## src/rtl/lpi_pkg.sv

```systemverilog
// shared types, widths and codes for the line pair intersection block
package lpi_pkg;

    localparam int COORD_BITS = 12;
    localparam int OUT_W      = 13;
    localparam int CFG_W      = 16;
    localparam int CFG_IDX_W  = 2;

    localparam int DIFF_W     = COORD_BITS + 1;
    localparam int LINE_W     = 2 * DIFF_W + 1;
    localparam int NUM_W      = DIFF_W + LINE_W + 1;
    localparam int NORM_W     = 2 * COORD_BITS + 1;
    localparam int CSQ_W      = 2 * CFG_W - 1;
    localparam int PSQ_W      = 2 * NORM_W;
    localparam int PP_W       = NORM_W + CSQ_W;
    localparam int RHS_W      = PSQ_W + CSQ_W;
    localparam int DIV_W      = NUM_W + OUT_W;
    localparam int DIV_STAGES = OUT_W + 1;

    localparam logic [CFG_IDX_W-1:0] REG_IMAGE_WIDTH   = 2'd0;
    localparam logic [CFG_IDX_W-1:0] REG_IMAGE_HEIGHT  = 2'd1;
    localparam logic [CFG_IDX_W-1:0] REG_MIN_ANGLE_COS = 2'd2;

    localparam logic [1:0] ST_ACCEPTED = 2'd0;
    localparam logic [1:0] ST_PARALLEL = 2'd1;
    localparam logic [1:0] ST_ANGLE    = 2'd2;
    localparam logic [1:0] ST_OUTSIDE  = 2'd3;

    typedef struct packed {
        logic [COORD_BITS-1:0] first_start_x;
        logic [COORD_BITS-1:0] first_start_y;
        logic [COORD_BITS-1:0] first_end_x;
        logic [COORD_BITS-1:0] first_end_y;
        logic [COORD_BITS-1:0] second_start_x;
        logic [COORD_BITS-1:0] second_start_y;
        logic [COORD_BITS-1:0] second_end_x;
        logic [COORD_BITS-1:0] second_end_y;
    } lpi_in_t;

    typedef struct packed {
        logic [1:0]       status;
        logic [OUT_W-1:0] cross_x;
        logic [OUT_W-1:0] cross_y;
    } lpi_out_t;

    typedef struct packed {
        logic parallel;
        logic angle_ok;
        logic x_neg;
        logic y_neg;
    } lpi_flags_t;

endpackage

```

## src/rtl/lpi_div.sv

```systemverilog
// pipelined restoring divider: an overflow check stage, then one quotient bit per stage
module lpi_div (
    input  logic                       clk,
    input  logic                       en,
    input  logic [lpi_pkg::NUM_W-1:0]  num,
    input  logic [lpi_pkg::LINE_W-1:0] den,
    output logic [lpi_pkg::OUT_W-1:0]  quot,
    output logic                       ovf
);
    import lpi_pkg::*;

    logic [DIV_W-1:0]  rem_reg  [DIV_STAGES];
    logic [LINE_W-1:0] den_reg  [DIV_STAGES];
    logic [OUT_W-1:0]  q_reg    [DIV_STAGES];
    logic              ovf_reg  [DIV_STAGES];

    logic [DIV_W-1:0]  rem_next [DIV_STAGES];
    logic [OUT_W-1:0]  q_next   [DIV_STAGES];
    logic [DIV_W-1:0]  sub      [DIV_STAGES];
    logic              ge       [DIV_STAGES];

    always_comb
    begin
        rem_next[0] = DIV_W'(num);
        q_next[0]   = '0;
        sub[0]      = DIV_W'(den) << OUT_W;
        ge[0]       = rem_next[0] >= sub[0];
        for (int s = 1; s < DIV_STAGES; s++)
        begin
            sub[s]      = DIV_W'(den_reg[s-1]) << (OUT_W - s);
            ge[s]       = rem_reg[s-1] >= sub[s];
            rem_next[s] = ge[s] ? (rem_reg[s-1] - sub[s]) : rem_reg[s-1];
            q_next[s]   = q_reg[s-1];
            q_next[s][OUT_W-s] = ge[s];
        end
    end

    always_ff @(posedge clk)
    begin
        if (en)
        begin
            rem_reg[0] <= rem_next[0];
            den_reg[0] <= den;
            q_reg[0]   <= q_next[0];
            ovf_reg[0] <= ge[0];
            for (int s = 1; s < DIV_STAGES; s++)
            begin
                rem_reg[s] <= rem_next[s];
                den_reg[s] <= den_reg[s-1];
                q_reg[s]   <= q_next[s];
                ovf_reg[s] <= ovf_reg[s-1];
            end
        end
    end

    assign quot = q_reg[DIV_STAGES-1];
    assign ovf  = ovf_reg[DIV_STAGES-1];

endmodule

```

## config.mk

```make
export PLATFORM = sky130hd
export DESIGN_NAME = lpi_div
export DESIGN_NICKNAME = d
export VERILOG_FILES = /design/src/rtl/lpi_pkg.sv /design/src/rtl/lpi_div.sv
export SDC_FILE = /design/constraint.sdc
export NUM_CORES = 2
export LEC_CHECK = 0
export ABC_CLOCK_PERIOD_IN_PS = 3900
export BUFFER_PORTS_ARGS = -buffer_cell sky130_fd_sc_hd__buf_2
export CAP_MARGIN = 20
export CORE_ASPECT_RATIO = 0.7
export CORE_MARGIN = 3
export CORE_UTILIZATION = 31
export CTS_BUF_LIST = sky130_fd_sc_hd__clkbuf_16
export CTS_CLUSTER_DIAMETER = 50
export DETAILED_ROUTE_END_ITERATION = 8
export PLACE_DENSITY = 0.47
export SYNTH_ARGS = -nofsm -noshare
export SYNTH_HDL_FRONTEND = slang
export SYNTH_SLANG_ARGS = --single-unit
export TNS_END_PERCENT = 20
```

## constraint.sdc

```tcl
create_clock -name clk -period 3.9 [get_ports clk]
set_input_delay 0.975 -clock clk [delete_from_list [all_inputs] [get_ports clk]]
set_output_delay 0.975 -clock clk [all_outputs]
set_load 0.02 [all_outputs]
```

* Word level (Yosys, flattened, before mapping)
Memories as Yosys holds them, arrays and structs flattened. Cells that the tools add are included.
Storage, ports and cells: input bits 70, output and inout port bits 14, memories 4, memory bits (writable) 1330, bits in registers 0
Memories:
- rem_reg | depth 14, width 54, rd ports 13, clocked after memory_dff 0, wr ports 14, line lpi_div.sv:12 | logic [DIV_W-1:0] rem_reg [DIV_STAGES];
- den_reg | depth 14, width 27, rd ports 13, clocked after memory_dff 0, wr ports 14, line lpi_div.sv:13 | logic [LINE_W-1:0] den_reg [DIV_STAGES];
- q_reg | depth 14, width 13, rd ports 14, clocked after memory_dff 0, wr ports 14, line lpi_div.sv:14 | logic [OUT_W-1:0] q_reg [DIV_STAGES];
- ovf_reg | depth 14, width 1, rd ports 14, clocked after memory_dff 0, wr ports 14, line lpi_div.sv:15 | logic ovf_reg [DIV_STAGES];
Cells by class: mux-type cells 15, add/sub/neg operators 13, magnitude comparators 14
Operators by type and width (count):
- 2-to-1 mux 54 bit | 13
- >= comparator 54 x 27 -> 1 bit | 1
- >= comparator 54 x 28 -> 1 bit | 1
- >= comparator 54 x 29 -> 1 bit | 1
- >= comparator 54 x 30 -> 1 bit | 1
- >= comparator 54 x 31 -> 1 bit | 1
- >= comparator 54 x 32 -> 1 bit | 1
- >= comparator 54 x 33 -> 1 bit | 1
- >= comparator 54 x 34 -> 1 bit | 1
- >= comparator 54 x 35 -> 1 bit | 1
- >= comparator 54 x 36 -> 1 bit | 1
- >= comparator 54 x 37 -> 1 bit | 1
- >= comparator 54 x 38 -> 1 bit | 1
- >= comparator 54 x 39 -> 1 bit | 1
- subtractor 54 x 27 -> 54 bit | 1
- subtractor 54 x 28 -> 54 bit | 1
- subtractor 54 x 29 -> 54 bit | 1
- subtractor 54 x 30 -> 54 bit | 1
- subtractor 54 x 31 -> 54 bit | 1
- subtractor 54 x 32 -> 54 bit | 1
- subtractor 54 x 33 -> 54 bit | 1
- subtractor 54 x 34 -> 54 bit | 1
- subtractor 54 x 35 -> 54 bit | 1
- subtractor 54 x 36 -> 54 bit | 1
- other kinds (5) | 6

* Depth between registers and ports, before layout
An unclocked memory read counts as a cell.
depth after elaboration 3, depth in mapped cells 15, gate-level depth less buffers 14

* Least setup slack after synthesis
No wires, ideal clock.
path type register -> register, start memory rem_reg[0][81] (netlist name), end memory rem_reg[0][156] (netlist name), data pin, setup time 0.258 ns, period minus slack after synthesis 3.555 ns, setup slack 0.345 ns, arrival 3.297 ns, required time 3.642 ns, cell stages (with the launch flop) 10, cell sequence edfxtp_1 -> ha_1 -> and3_1 -> a221o_1 -> or3_1 -> o2111ai_1 -> nand3_1 -> nor4b_1 -> or3b_2 -> xnor2_1
RTL lines (line):
- start: declaration | lpi_div.sv:12

==> summary.txt <==
Status
  • Outcome: finished clean

Die
  • Die height: 384 um
  • Core area: 0.201 mm2
  • Row count: 137
  • Io pins: 84
  • Die area: 0.209 mm2
  • Starting density of the core: 31.4%
  • Die width: 545 um

Layout
  • Core Util, Final: 37.1%
  • Nets@finish: 6573
  • N_diodes: 0
  • Non-filler cells, final: 8931
  • Max reg flops: 689
  • Layout cell share with drive strength beyond 1: 13.5%
  • Fillers: 19800
  • P&R area growth vs syn: 18.1%

Power and ir drop
  • Switching Share: 35.8%
  • Clk network pwr share: 25.8%
  • Ratio of total power to cell area: 680 mW/mm2
  • Leak Pwr: 29.2 nW
  • Peak supply drop: 0.000291 V
  • Switching Power: 0.0182 W
  • Pwr Total: 0.0507 W
  • Internal power: 0.0326 W
  • Combinational Power Share: 37.7%
  • Reg power frac: 36.5%

Routing
  • Vias: 45200
  • Routed len/inst: 20.0 um
  • Iter 0 DRT Violations: 4685
  • Vias per cell: 5.06
  • Post-route ant nets: 0
  • Drt pass-1 iters: 6
  • Post-Route WL: 179000 um
  • Drc violations: 0

Placed design
  • Routability Congestion: 0.927
  • Pre-CTS setup slack: -0.187 ns
  • # placed instances: 8668
  • IO buf count: 83
  • Hpwl dp: 140000 um

Timing
  • Tcrit/Tclk final: 96.9%
  • Slew margin rel.: 23.9%
  • Final WS setup: 0.122 ns
  • Clock Skew: 0.0708 ns
  • Count of final hold-check violations: 0
  • RSZ-0062 raised after global routing: true
  • Fmax achieved: 0.265 GHz
  • Final worst path period need: 3.78 ns
  • Final hold slack: 0.369 ns
  • Setup Viol. Count Final: 0
  • Slew Viols, Final: 0
  • Worst-Margin Slew: 1.14 ns

Critical path
  • Max incr delay on CP: 0.52 ns
  • Setup CP Type: register to register
  • Critical-path cell list: or3_4, or4b_4, or4_4, or4_4, or4_4, nor2_8, buf_4, buf_12, o21ai_0
  • Crit Reg-Reg Endpoint: rem_reg[1][232]
  • R2r setup slk: 0.12 ns
  • CP most frequent cell: or4_4
  • Req. time, crit path: 4.40 ns
  • Worst setup EP type: register
  • CP max FO: 35
  • WP data arrival: 4.28 ns
  • Worst setup SP type: register
  • Worst r2r path cells: 9
  • Reg2reg start: rem_reg[1][198]
  • CP max stage cell: or4b_4

Min path
  • HP Start: den[20]
  • Hold crit path type: primary input to register
  • Hold Crit Depth: 1
  • Hold EP: den_reg[0][20]

Synthesis
  • Yosys warns: 0
  • Synth top area share: 54.4%
  • Seq cells post-synth: 1145
  • Synth area leaders: edfxtp_1, ha_1, xnor2_1
  • Synth area leader: edfxtp_1
  • Netlist Area Pre-Place: 0.0631 mm2
  • Syn Nets: 6101
  • Mean Syn Cell Area: 11.2 um2
  • Top_reg_cell synth: edfxtp_1
  • Cells after synthesis: 5641
  • Sequential area share after synthesis: 54.4%
  • Most common cell in the netlist: edfxtp_1
  • Post-synth EDFFs: 1145
  • Synth top cells by count: edfxtp_1, inv_1, a21oi_1
  • Synth cell types: 96
  • Async set-reset flop share out of synthesis: 0%

CTS
  • Htree depth: 4
  • Clk_lat worst skew: 0.80 ns
  • Root buf cell: clkbuf_16
  • CTS tree: done
  • Num Clock Sinks: 1145
  • Clk slew on worst S/H paths: 0.06 ns
  • Hold-fix buffers, CTS: 0
  • TritonCTS Buffers: 151
  • CTS Buffer Depth: 4

Global route
  • All-Layer GR Usage: 16.7%
  • First-pass GRT wire length: 271000 um
  • Pin count of the biggest net entering global routing: 113
  • Vias in the first global route: 42900
  • Initial antenna violation count: 10
  • Grt total ovfl: 0

Run
  • Max Cap Viol: 0
==> metal layers <==
layer / routed length (um) / share of wire, % / vias up / GRT usage [%]
li1: - / - / 21900 / -
met1: 98000 / 55 / 21700 / 28.2
met2: 60500 / 34 / 1322 / 19.7
met3: 17400 / 9.7 / 197 / 5.18
met4: 2810 / 1.6 / 2 / 3.20
met5: 15 / 0.0084 / - / 0
==> how the worst max path moves through the flow <==
stage                    start              end  slack (ns)  cells past startpoint
2_1_floorplan   rem_reg[0][81]  rem_reg[0][156]        0.35                      9
6_report       rem_reg[1][198]  rem_reg[1][232]        0.12                      9
3_5_place_dp   rem_reg[1][110]  rem_reg[1][204]       -0.19                     16
4_1_cts        rem_reg[0][118]  rem_reg[0][208]        0.01                     17
3_3_place_gp   rem_reg[0][354]  rem_reg[0][425]       -1.45                     12
5_1_grt        den_reg[0][128]  rem_reg[0][320]      -0.009                     13
==> power by group through the flow <==
| stage | registers, W | clock network [W] | logic [W] |
|---|---|---|---|
| after floorplan | 0.0180 | 0 | 0.0126 |
| after global placement | 0.0188 | 0 | 0.0184 |
| after detailed placement | 0.0188 | 0 | 0.0184 |
| after CTS | 0.0186 | 0.0136 | 0.0186 |
| after global routing | 0.0188 | 0.0141 | 0.0210 |
| final | 0.0185 | 0.0131 | 0.0191 |
==> cell type report <==
class	instances	area (um2)	area share, %
inverters	481	1810	2.42
multi-input cells	3882	26800	35.9
clock buffers	152	3800	5.10
clock inverters	109	853	1.14
repair buffers	452	3540	4.74
flip-flops and latches	1145	34400	46.1
well taps	2710	3390	4.55
==> kinds of logic (layout without fill, tap and decap cells) <==
logic type	count (synthesis)	after routing	synth area share [%]
XOR/XNOR	489	489	6.78
flip-flops	1145	1145	54.4
AND/OR/NAND/NOR	1588	1588	12.6
buffers and inverters	614	1194	3.78
multiplexers	41	41	0.725
AO/OA/AOI/OAI	1374	1374	13.8
adder cells (fa/ha/maj)	390	390	7.87
==> per-stage QoR <==
step | instance area, um2 | TNS, ns
floorplan | 63100 | 0
global placement | 69500 | -54.51
detailed placement | 69600 | -1.70
CTS | 74300 | 0
global route | 74600 | -0.0231
finish | 74600 | 0
==> repair_timing <==
| item | CTS | global route |
|---|---|---|
| setup buffers | 2 | 1 |
| hold endpoints to repair | 0 | 0 |
| pin swaps | 1 | 16 |
| setup endpoints to repair | 42 | 177 |
| gates resized for setup | 10 | 66 |
==> cell usage in the layout (no fill, tap or decap), drive strengths merged, types with 13 or more instances in the layout <==
master and instances:
o31ai 28, a31o 13, edfxtp 1145, nand4b 14
nor4 105, o2111ai 18, a211oi 33, o21a 42
or2 20, or3 56, xor2 222, nand3 105
clkinv 56, ha 378, nand2 411, or4 45
a21oi 458, o211ai 33, and3 43, nand3b 16
nor3b 13, and2 27, nor2 375, buf 452
nor4b 16, nor3 114, xnor2 267, inv 513
clkbuf 152, a2111oi 14, nand4 102, mux2 38
a21o 197, nor2b 43, a31oi 32, o21bai 54
o21ai 316, nand2b 60
==> critical path, delay by kind of cell (launching register included) <==
kind	cells	cell delay (ns)
AND/OR/NAND/NOR	6	2.55
flip-flops	1	0.43
buffers and inverters	2	0.38
AO/OA/AOI/OAI	1	0.13
No activity file was read; power rests on OpenSTA's default activity.
